File: config.mk
export PLATFORM = sky130hd
export DESIGN_NAME = bspline_de_boor_point_eval
export DESIGN_NICKNAME = d
export VERILOG_FILES = /design/src/rtl/bsp_pkg.sv /design/src/rtl/bspline_de_boor_point_eval.sv
export SDC_FILE = /design/constraint.sdc
export NUM_CORES = 2
export LEC_CHECK = 0
export BUFFER_PORTS_ARGS = -buffer_cell sky130_fd_sc_hd__buf_2
export CAP_MARGIN = 5
export CORE_MARGIN = 3
export CORE_UTILIZATION = 59
export DETAILED_ROUTE_END_ITERATION = 8
export PLACE_DENSITY = 0.81
export SLEW_MARGIN = 20
export SYNTH_ARGS = -nofsm -noshare
export SYNTH_HDL_FRONTEND = slang
export SYNTH_SLANG_ARGS = --single-unit
File: constraint.sdc
create_clock -name clock -period 11.5 [get_ports clock]
set_clock_uncertainty 0.05 [all_clocks]
set_input_delay 1.725 -clock clock [delete_from_list [all_inputs] [get_ports clock]]
set_output_delay 1.725 -clock clock [all_outputs]
set_load 0.02 [all_outputs]
File: src/rtl/bsp_pkg.sv
// Shared constants, types and codes for the B-spline point evaluator.
package bsp_pkg;

   // Sizes of the design.
   localparam int MAX_POINTS  = 64;
   localparam int MAX_DEGREE  = 7;
   localparam int COORD_BITS  = 11;
   localparam int T_FRAC_BITS = 16;
   localparam int PT_FRAC     = 16;

   localparam int IDX_BITS   = $clog2(MAX_POINTS);
   localparam int CNT_BITS   = $clog2(MAX_POINTS + 1);
   localparam int DEG_BITS   = $clog2(MAX_DEGREE + 1);
   localparam int T_BITS     = T_FRAC_BITS + 1;
   localparam int PT_BITS    = COORD_BITS + PT_FRAC + 1;
   localparam int CSR_IDX_BITS  = 2;
   localparam int CSR_DATA_BITS = CNT_BITS;

   // Parameter 1.0 in the t format and in the blend weight format.
   localparam logic [T_BITS-1:0] T_ONE = T_BITS'(1) << T_FRAC_BITS;

   // Operation codes of an input item.
   typedef enum logic {
      OP_WRITE = 1'b0,
      OP_EVAL  = 1'b1
   } opcode_type;

   // Configuration register indexes.
   localparam logic [CSR_IDX_BITS-1:0] CSR_DEGREE = 2'd0;
   localparam logic [CSR_IDX_BITS-1:0] CSR_COUNT  = 2'd1;

   // Reset values of the configuration registers.
   localparam logic [DEG_BITS-1:0] DEGREE_RESET = 3'd4;
   localparam logic [CNT_BITS-1:0] COUNT_RESET  = 7'd0;

   typedef logic [COORD_BITS-1:0] coord_type;
   typedef logic [PT_BITS-1:0]    point_type;

endpackage

File: src/rtl/bspline_de_boor_point_eval.sv
// Top level of the B-spline point evaluator: sequencer, shared divider and multiplier.
//
//  channel | direction | handshake               | payload
//  req     | in        | req_valid / req_ready   | opcode, point_index, point_x, point_y, param_t
//  rsp     | out       | rsp_valid / rsp_ready   | curve_x, curve_y, result_valid
//  csr     | in        | csr_valid / csr_ready   | csr_index, csr_data
//
// A write item stores its point and the sequencer stays idle. An evaluate item with too few points
// gives an invalid, zeroed result without blending. Otherwise the blend steps use the 16-step shared
// divider, run up to three times per blend step (two knots, one weight).
// Reset clears only control state; point and blend memories hold no reset value.
// A result waits in the output register while rsp_ready is low; no new item is taken then.
module bspline_de_boor_point_eval (
   input  logic                                 clock,
   input  logic                                 reset,
   input  logic                                 req_valid,
   output logic                                 req_ready,
   input  logic                                 req_opcode,
   input  logic [bsp_pkg::IDX_BITS-1:0]         req_point_index,
   input  logic [bsp_pkg::COORD_BITS-1:0]       req_point_x,
   input  logic [bsp_pkg::COORD_BITS-1:0]       req_point_y,
   input  logic [bsp_pkg::T_BITS-1:0]           req_param_t,
   output logic                                 rsp_valid,
   input  logic                                 rsp_ready,
   output logic [bsp_pkg::COORD_BITS-1:0]       rsp_curve_x,
   output logic [bsp_pkg::COORD_BITS-1:0]       rsp_curve_y,
   output logic                                 rsp_result_valid,
   input  logic                                 csr_valid,
   output logic                                 csr_ready,
   input  logic [bsp_pkg::CSR_IDX_BITS-1:0]     csr_index,
   input  logic [bsp_pkg::CSR_DATA_BITS-1:0]    csr_data
);
   import bsp_pkg::*;

   localparam int WK_BITS  = 2 * PT_BITS;
   localparam int MUL_BITS = PT_BITS + T_BITS;
   localparam int DSTEP_BITS = $clog2(PT_FRAC + 1);

   typedef enum logic [3:0] {
      ST_IDLE, ST_SPAN, ST_LD_RD, ST_LD_WR, ST_RD_HI, ST_RD_LO,
      ST_KA, ST_KB, ST_AL, ST_DIV, ST_MUL, ST_FIN, ST_FIN_WAIT, ST_OUT
   } state_type;

   typedef enum logic [1:0] {
      DT_KA, DT_KB, DT_AL
   } div_tgt_type;

   // Registers.
   state_type                 state_ff, state_in;
   div_tgt_type               dsel_ff, dsel_in;
   logic [DEG_BITS-1:0]       degree_ff, degree_in;
   logic [CNT_BITS-1:0]       count_ff, count_in;
   logic [DEG_BITS-1:0]       deg_ff, deg_in;
   logic [CNT_BITS-1:0]       cnt_ff, cnt_in;
   logic [T_BITS-1:0]         t_ff, t_in;
   logic [IDX_BITS-1:0]       s_ff, s_in;
   logic [DEG_BITS-1:0]       li_ff, li_in;
   logic [DEG_BITS-1:0]       r_ff, r_in;
   logic [DEG_BITS-1:0]       i_ff, i_in;
   logic [WK_BITS-1:0]        cur_ff, cur_in;
   logic [WK_BITS-1:0]        prev_ff, prev_in;
   logic [T_BITS-1:0]         ka_ff, ka_in;
   logic [T_BITS-1:0]         kb_ff, kb_in;
   logic [T_BITS-1:0]         alpha_ff, alpha_in;
   logic [T_BITS-1:0]         rem_ff, rem_in;
   logic [T_BITS-1:0]         den_ff, den_in;
   logic [PT_FRAC-1:0]        quo_ff, quo_in;
   logic [DSTEP_BITS-1:0]     dstep_ff, dstep_in;
   logic [MUL_BITS-1:0]       acc_ff, acc_in;
   logic [PT_BITS-1:0]        newx_ff, newx_in;
   logic [1:0]                mcnt_ff, mcnt_in;
   logic                      rsp_valid_ff, rsp_valid_in;
   logic [COORD_BITS-1:0]     out_x_ff, out_x_in;
   logic [COORD_BITS-1:0]     out_y_ff, out_y_in;
   logic                      out_ok_ff, out_ok_in;

   // Memories and their ports.
   logic [2*COORD_BITS-1:0]   st_mem [MAX_POINTS];
   logic [2*COORD_BITS-1:0]   st_rd_ff;
   logic                      st_we;
   logic [IDX_BITS-1:0]       st_raddr;
   logic [WK_BITS-1:0]        wk_mem [MAX_DEGREE+1];
   logic [WK_BITS-1:0]        wk_rd_ff;
   logic                      wk_we;
   logic [DEG_BITS-1:0]       wk_waddr, wk_raddr;
   logic [WK_BITS-1:0]        wk_wdata;

   // Shared arithmetic.
   logic [PT_BITS-1:0]        mul_a;
   logic [T_BITS-1:0]         mul_b;
   logic [MUL_BITS-1:0]       mul_p, mul_sum;
   logic [T_BITS:0]           rem2;
   logic                      rem_ge;
   logic [T_BITS-1:0]         beta;
   logic [CNT_BITS:0]         sum_a, j_a, j_b;
   logic [T_BITS-1:0]         num, dif;
   logic                      req_fire, rsp_fire, csr_fire;

   assign req_ready = (state_ff == ST_IDLE);
   assign csr_ready = 1'b1;
   assign req_fire  = req_valid && req_ready;
   assign rsp_fire  = rsp_valid_ff && rsp_ready;
   assign csr_fire  = csr_valid && csr_ready;

   assign rsp_valid        = rsp_valid_ff;
   assign rsp_curve_x      = out_x_ff;
   assign rsp_curve_y      = out_y_ff;
   assign rsp_result_valid = out_ok_ff;

   assign mul_p   = MUL_BITS'(mul_a) * MUL_BITS'(mul_b);
   assign mul_sum = acc_ff + mul_p;
   assign beta    = T_ONE - alpha_ff;

   // One restoring division step.
   assign rem2   = {rem_ff, 1'b0};
   assign rem_ge = rem2 >= {1'b0, den_ff};

   // Knot offsets for the two ends of the current blend interval.
   always_comb begin
      sum_a = (CNT_BITS+1)'(i_ff) + (CNT_BITS+1)'(s_ff);
      j_a   = (sum_a > (CNT_BITS+1)'(deg_ff)) ? sum_a - (CNT_BITS+1)'(deg_ff) : '0;
      if (j_a > (CNT_BITS+1)'(cnt_ff)) begin
         j_a = (CNT_BITS+1)'(cnt_ff);
      end
      j_b = sum_a + (CNT_BITS+1)'(1) - (CNT_BITS+1)'(r_ff);
      if (j_b > (CNT_BITS+1)'(cnt_ff)) begin
         j_b = (CNT_BITS+1)'(cnt_ff);
      end
      num = (t_ff > ka_ff) ? t_ff - ka_ff : '0;
      dif = kb_ff - ka_ff;
   end

   // Sequencer next-state logic.
   always_comb begin
      state_in     = state_ff;
      dsel_in      = dsel_ff;
      degree_in    = degree_ff;
      count_in     = count_ff;
      deg_in       = deg_ff;
      cnt_in       = cnt_ff;
      t_in         = t_ff;
      s_in         = s_ff;
      li_in        = li_ff;
      r_in         = r_ff;
      i_in         = i_ff;
      cur_in       = cur_ff;
      prev_in      = prev_ff;
      ka_in        = ka_ff;
      kb_in        = kb_ff;
      alpha_in     = alpha_ff;
      rem_in       = rem_ff;
      den_in       = den_ff;
      quo_in       = quo_ff;
      dstep_in     = dstep_ff;
      acc_in       = acc_ff;
      newx_in      = newx_ff;
      mcnt_in      = mcnt_ff;
      rsp_valid_in = rsp_valid_ff;
      out_x_in     = out_x_ff;
      out_y_in     = out_y_ff;
      out_ok_in    = out_ok_ff;
      st_we        = 1'b0;
      st_raddr     = IDX_BITS'(s_ff + IDX_BITS'(li_ff));
      wk_we        = 1'b0;
      wk_waddr     = i_ff;
      wk_wdata     = '0;
      wk_raddr     = i_ff;
      mul_a        = PT_BITS'(cnt_ff);
      mul_b        = t_ff;

      // Configuration writes; the degree needs no saturation at three bits.
      if (csr_fire) begin
         if (csr_index == CSR_DEGREE) begin
            degree_in = csr_data[DEG_BITS-1:0];
         end else if (csr_index == CSR_COUNT) begin
            count_in = (csr_data > CNT_BITS'(MAX_POINTS)) ? CNT_BITS'(MAX_POINTS) : csr_data;
         end
      end

      case (state_ff)
         ST_IDLE: begin
            if (req_fire) begin
               if (req_opcode == OP_WRITE) begin
                  st_we = 1'b1;
               end else if (count_ff <= CNT_BITS'(degree_ff)) begin
                  // Too few points: an invalid, zeroed result.
                  out_x_in     = '0;
                  out_y_in     = '0;
                  out_ok_in    = 1'b0;
                  rsp_valid_in = 1'b1;
                  state_in     = ST_OUT;
               end else begin
                  deg_in   = degree_ff;
                  cnt_in   = count_ff - CNT_BITS'(degree_ff);
                  t_in     = (req_param_t > T_ONE) ? T_ONE : req_param_t;
                  state_in = ST_SPAN;
               end
            end
         end
         ST_SPAN: begin
            // Span index from t times the interval count, clamped to the last one.
            if (mul_p[T_FRAC_BITS +: CNT_BITS] > cnt_ff - CNT_BITS'(1)) begin
               s_in = IDX_BITS'(cnt_ff - CNT_BITS'(1));
            end else begin
               s_in = mul_p[T_FRAC_BITS +: IDX_BITS];
            end
            li_in    = '0;
            state_in = ST_LD_RD;
         end
         ST_LD_RD: begin
            state_in = ST_LD_WR;
         end
         ST_LD_WR: begin
            // Copy one control point into the blend memory as a fixed-point value.
            wk_we    = 1'b1;
            wk_waddr = li_ff;
            wk_wdata = {1'b0, st_rd_ff[2*COORD_BITS-1:COORD_BITS], PT_FRAC'(0),
                        1'b0, st_rd_ff[COORD_BITS-1:0], PT_FRAC'(0)};
            if (li_ff == deg_ff) begin
               r_in     = DEG_BITS'(1);
               i_in     = deg_ff;
               state_in = (deg_ff == '0) ? ST_FIN : ST_RD_HI;
            end else begin
               li_in    = li_ff + DEG_BITS'(1);
               state_in = ST_LD_RD;
            end
         end
         ST_RD_HI: begin
            wk_raddr = i_ff;
            state_in = ST_RD_LO;
         end
         ST_RD_LO: begin
            cur_in   = wk_rd_ff;
            wk_raddr = i_ff - DEG_BITS'(1);
            state_in = ST_KA;
         end
         ST_KA: begin
            prev_in = wk_rd_ff;
            if (j_a >= (CNT_BITS+1)'(cnt_ff)) begin
               ka_in    = T_ONE;
               state_in = ST_KB;
            end else begin
               rem_in   = T_BITS'(j_a);
               den_in   = T_BITS'(cnt_ff);
               dstep_in = '0;
               dsel_in  = DT_KA;
               state_in = ST_DIV;
            end
         end
         ST_KB: begin
            if (j_b >= (CNT_BITS+1)'(cnt_ff)) begin
               kb_in    = T_ONE;
               state_in = ST_AL;
            end else begin
               rem_in   = T_BITS'(j_b);
               den_in   = T_BITS'(cnt_ff);
               dstep_in = '0;
               dsel_in  = DT_KB;
               state_in = ST_DIV;
            end
         end
         ST_AL: begin
            // Weight of the upper point; an empty or overrun interval gives 1.0.
            if (kb_ff <= ka_ff || num >= dif) begin
               alpha_in = T_ONE;
               mcnt_in  = '0;
               state_in = ST_MUL;
            end else begin
               rem_in   = num;
               den_in   = dif;
               dstep_in = '0;
               dsel_in  = DT_AL;
               state_in = ST_DIV;
            end
         end
         ST_DIV: begin
            // Numerator below divisor: sixteen quotient bits, one per cycle.
            rem_in   = rem_ge ? T_BITS'(rem2 - {1'b0, den_ff}) : rem2[T_BITS-1:0];
            quo_in   = {quo_ff[PT_FRAC-2:0], rem_ge};
            dstep_in = dstep_ff + DSTEP_BITS'(1);
            if (dstep_ff == DSTEP_BITS'(PT_FRAC - 1)) begin
               case (dsel_ff)
                  DT_KA: begin
                     ka_in    = {1'b0, quo_ff[PT_FRAC-2:0], rem_ge};
                     state_in = ST_KB;
                  end
                  DT_KB: begin
                     kb_in    = {1'b0, quo_ff[PT_FRAC-2:0], rem_ge};
                     state_in = ST_AL;
                  end
                  default: begin
                     alpha_in = {1'b0, quo_ff[PT_FRAC-2:0], rem_ge};
                     mcnt_in  = '0;
                     state_in = ST_MUL;
                  end
               endcase
            end
         end
         ST_MUL: begin
            // Four products: upper x, lower x, upper y, lower y.
            case (mcnt_ff)
               2'd0: begin
                  mul_a = cur_ff[WK_BITS-1:PT_BITS];
                  mul_b = alpha_ff;
               end
               2'd1: begin
                  mul_a = prev_ff[WK_BITS-1:PT_BITS];
                  mul_b = beta;
               end
               2'd2: begin
                  mul_a = cur_ff[PT_BITS-1:0];
                  mul_b = alpha_ff;
               end
               default: begin
                  mul_a = prev_ff[PT_BITS-1:0];
                  mul_b = beta;
               end
            endcase
            mcnt_in = mcnt_ff + 2'd1;
            if (mcnt_ff[0] == 1'b0) begin
               acc_in = mul_p;
            end else if (mcnt_ff == 2'd1) begin
               newx_in = mul_sum[PT_FRAC +: PT_BITS];
            end else begin
               wk_we    = 1'b1;
               wk_waddr = i_ff;
               wk_wdata = {newx_ff, mul_sum[PT_FRAC +: PT_BITS]};
               if (i_ff > r_ff) begin
                  i_in     = i_ff - DEG_BITS'(1);
                  state_in = ST_RD_HI;
               end else if (r_ff < deg_ff) begin
                  r_in     = r_ff + DEG_BITS'(1);
                  i_in     = deg_ff;
                  state_in = ST_RD_HI;
               end else begin
                  state_in = ST_FIN;
               end
            end
         end
         ST_FIN: begin
            wk_raddr = deg_ff;
            state_in = ST_FIN_WAIT;
         end
         ST_FIN_WAIT: begin
            out_x_in     = wk_rd_ff[PT_BITS+PT_FRAC +: COORD_BITS];
            out_y_in     = wk_rd_ff[PT_FRAC +: COORD_BITS];
            out_ok_in    = 1'b1;
            rsp_valid_in = 1'b1;
            state_in     = ST_OUT;
         end
         ST_OUT: begin
            if (rsp_fire) begin
               rsp_valid_in = 1'b0;
               state_in     = ST_IDLE;
            end
         end
         default: begin
            state_in = ST_IDLE;
         end
      endcase
   end

   // State and registered outputs.
   always_ff @(posedge clock) begin
      if (reset) begin
         state_ff     <= ST_IDLE;
         degree_ff    <= DEGREE_RESET;
         count_ff     <= COUNT_RESET;
         rsp_valid_ff <= 1'b0;
      end else begin
         state_ff     <= state_in;
         degree_ff    <= degree_in;
         count_ff     <= count_in;
         rsp_valid_ff <= rsp_valid_in;
      end
      dsel_ff   <= dsel_in;
      deg_ff    <= deg_in;
      cnt_ff    <= cnt_in;
      t_ff      <= t_in;
      s_ff      <= s_in;
      li_ff     <= li_in;
      r_ff      <= r_in;
      i_ff      <= i_in;
      cur_ff    <= cur_in;
      prev_ff   <= prev_in;
      ka_ff     <= ka_in;
      kb_ff     <= kb_in;
      alpha_ff  <= alpha_in;
      rem_ff    <= rem_in;
      den_ff    <= den_in;
      quo_ff    <= quo_in;
      dstep_ff  <= dstep_in;
      acc_ff    <= acc_in;
      newx_ff   <= newx_in;
      mcnt_ff   <= mcnt_in;
      out_x_ff  <= out_x_in;
      out_y_ff  <= out_y_in;
      out_ok_ff <= out_ok_in;
   end

   // Control point memory.
   always_ff @(posedge clock) begin
      if (st_we) begin
         st_mem[req_point_index] <= {req_point_x, req_point_y};
      end
      st_rd_ff <= st_mem[st_raddr];
   end

   // Blend working memory.
   always_ff @(posedge clock) begin
      if (wk_we) begin
         wk_mem[wk_waddr] <= wk_wdata;
      end
      wk_rd_ff <= wk_mem[wk_raddr];
   end

   // A waiting result blocks new items.
   assert property (@(posedge clock) disable iff (reset) rsp_valid_ff |-> !req_ready)
      else $error("input taken while a result waits");

   // An invalid result carries a zero point.
   assert property (@(posedge clock) disable iff (reset)
      (rsp_valid_ff && !out_ok_ff) |-> (out_x_ff == '0 && out_y_ff == '0))
      else $error("invalid result with nonzero point");

   // The blend weight never exceeds 1.0.
   assert property (@(posedge clock) disable iff (reset)
      (state_ff == ST_MUL) |-> (alpha_ff <= T_ONE))
      else $error("blend weight above one");

   // An evaluate item always leaves the idle state.
   assert property (@(posedge clock) disable iff (reset)
      (req_fire && req_opcode == OP_EVAL) |=> !req_ready)
      else $error("evaluate item produced no work");

   // The divider never runs past its last quotient bit.
   assert property (@(posedge clock) disable iff (reset)
      (state_ff == ST_DIV) |-> (dstep_ff < DSTEP_BITS'(PT_FRAC)))
      else $error("divider overran");

endmodule
==> metrics <==
status complete, no violations; Data required, critical path 12.10 ns; worst hold path class flip-flop to flip-flop; crit path time final 11.12 ns; share of cells above drive strength 1 19.8%; Critical-path top delay cell and2_1; CTS clk-pin slew, worst paths 0.06 ns; ys flop type edfxtp_1; Adder-Cell Fraction of Synth Area 10.8%; DRT iter0 DRCs 8038; maximum vdd drop 484 uV; Die W 435 microns; Worst Hold Depth 0; Critical Path Fanout Max 16; GR Overflow Total 0; I/O pins 86; clk buf depth 3; hold_buf cts 0; Final Slew Violations 0; main combinational cell family by area after synthesis multiplexers; crit-path max cell delay 0.83 ns; initial antenna violation count 14; count of cell types in the netlist 83; Simple-Gate Fraction of Synth Area 5.19%; mux contribution to synthesized area 12.8%; first-pass iteration count of the detailed router 6; Total GRT Usage 32.0%; Pwr Total 32.6 mW; syn_area_per_cell 16.4 sq um; Via Count 62500; R2R Setup Slk 0.38 ns; final worst slack 0.381 ns; DR WL/cell 31.7 microns; placer congestion estimate 1.00; starting density of the core 59.7%; Buffers on Ports 84; period utilization 96.7%; PD cells 271 nW/um^2; Critical Path Sink Type flip-flop; register bit total from synthesis 2307; Routed WL 300000 microns; Core Area 182000 sq um; Rel. slew slack 24.7%; r2r startpoint mcnt_ff[0]; setup tns final 0 ns; # DRC 0; Tightest Pin Transition 1.13 ns; Synth top area share 61.2%; worst-skew pair later-pin latency 0.87 ns; count leader, synth edfxtp_1; number of flops mapped to enable cells by yosys 2214; reg2reg end wk_mem[7][23]; Hold WS 0.386 ns; filler cell count in the final layout 11700; fmax 0.0899 GHz; vias per std cell 6.60; row count 156; Die H 435 microns; unrepaired setup endpoints after global routing false; largest net degree at the start of global routing 156; Setup Buffers After CTS 0; number of global-route vias before repair 64500; cts bufs inserted 213; Fin. Hold Viols 0; Detail Route Antenna Nets 0; sequential share of the synthesized area 63.0%; post-synth design cell area 109000 sq um; Reg area 68300 sq um; Yosys warning count 0; final setup fails 0; Multi-input gate area 37200 sq um; worst r2r path cells 34; fin nets 7585; H-tree levels 4; DIE AREA 189000 sq um; Synth Area in Compound Gates 3.85%; Max Cap Violations 0; fraction of registers with async set/reset 0%; Post-Syn Instances 6618; post-synthesis xor/xnor area fraction 1.24%; hpwl dp 177000 microns; crit path launch type flip-flop; critical path class flip-flop to flip-flop; crit path from mcnt_ff[0]; PostCTS Resize Cnt 0; post-synth top area cell edfxtp_1; Sink Count 2307; CP arrival 11.72 ns; area growth from synthesis to layout 10.7%; Pleak 42.1 nW; setup slack after placement 0.475 ns; most area-consuming cells after synthesis edfxtp_1 (61%), mux4_2 (12%), fa_1 (7.3%); wire length of the first global-routing pass 440000 microns; crit path to wk_mem[7][23]; top cells by count, synth edfxtp_1 (2214), inv_1 (625), mux4_2 (574), nand2_1 (471), fa_1 (396); Root Driver clkbuf_16; CTS tree done; Crit path top cell by count fa_1; Mapped Nets 7376
-- layout make-up --
class,count,share of cell area [%]
Tap cell,2449,2.55
Inverter,626,1.95
Clock buffer,267,4.72
Antenna cell,8,0.0167
Sequential cell,2307,56.9
Timing Repair Buffer,278,1.67
Multi-Input combinational cell,3401,31.0
Clock inverter,133,1.27
-- how the worst min path moves through the flow --
stage,from,endpoint,slack [ns]
6_report,quo_ff[1],quo_ff[2],0.39
2_1_floorplan,wk_rd_ff[0],cur_ff[0],0.35
3_3_place_gp,wk_rd_ff[29],cur_ff[29],0.36
4_1_cts,quo_ff[5],quo_ff[6],0.38
5_1_grt,quo_ff[5],quo_ff[6],0.40
3_5_place_dp,wk_rd_ff[14],prev_ff[14],0.36
-- per-stage QoR --
step           cells  cell area (sq um)  utilization (%)
4_1_cts         9461             120000             66.0
3_5_place_dp    9061             113000             62.0
2_1_floorplan   6618             109000                -
3_3_place_gp    9061             113000             62.0
5_1_grt         9464             120000             66.1
6_report        9469             120000             66.1
-- power by group --
| group | internal [mW] | switching [mW] | leakage [nW] |
|---|---|---|---|
| clock network | 4.04 | 3.26 | 3.49 |
| registers | 9.73 | 0.173 | 20.2 |
| logic | 6.13 | 9.31 | 18.4 |
| total | 19.9 | 12.7 | 42.1 |
-- cells by family (layout without fill, tap and decap cells) --
logic type / after synthesis / count (layout)
other cells: 1 / 9
fa+ha+maj: 698 / 698
compound gates: 636 / 636
buf+inv: 910 / 1304
simple gates: 1251 / 1251
mux: 661 / 661
flops: 2307 / 2307
xor+xnor: 154 / 154
-- flip-flops by register name, summed over array words and instances, names as in the netlist, 22 cells and up --
register  count
st_rd_ff     22
st_mem     1408
prev_ff      56
wk_rd_ff     56
wk_mem      448
cur_ff       56
acc_ff       44
newx_ff      28
-- per-layer routing --
layer  track usage (%)  vias up  wire (microns)
li1                  -    25300               -
met1              40.8    32000          103000
met2              53.2     4346          150000
met3              5.91      861           29100
met4              15.9        8           17400
met5                 0        -              56
-- critical path, delay by kind of cell, from the launching register on --
kind	cells	cell delay [ns]
xor+xnor	3	0.74
fa+ha+maj	9	4.04
compound gates	11	2.61
flops	1	0.56
buf+inv	2	0.33
simple gates	9	2.62
-- placed cells by master (no fill, tap or decap), types with 92 or more instances in the layout --
cell type,count
a21oi_1,200
buf_4,210
clkbuf_16,215
dfxtp_1,93
edfxtp_1,2214
fa_1,395
ha_1,299
inv_1,623
mux4_2,574
nand2_1,471
nor2_1,273
nor3_1,112
o21ai_0,98
xnor2_1,92
Power figures use the tool's default switching activity.
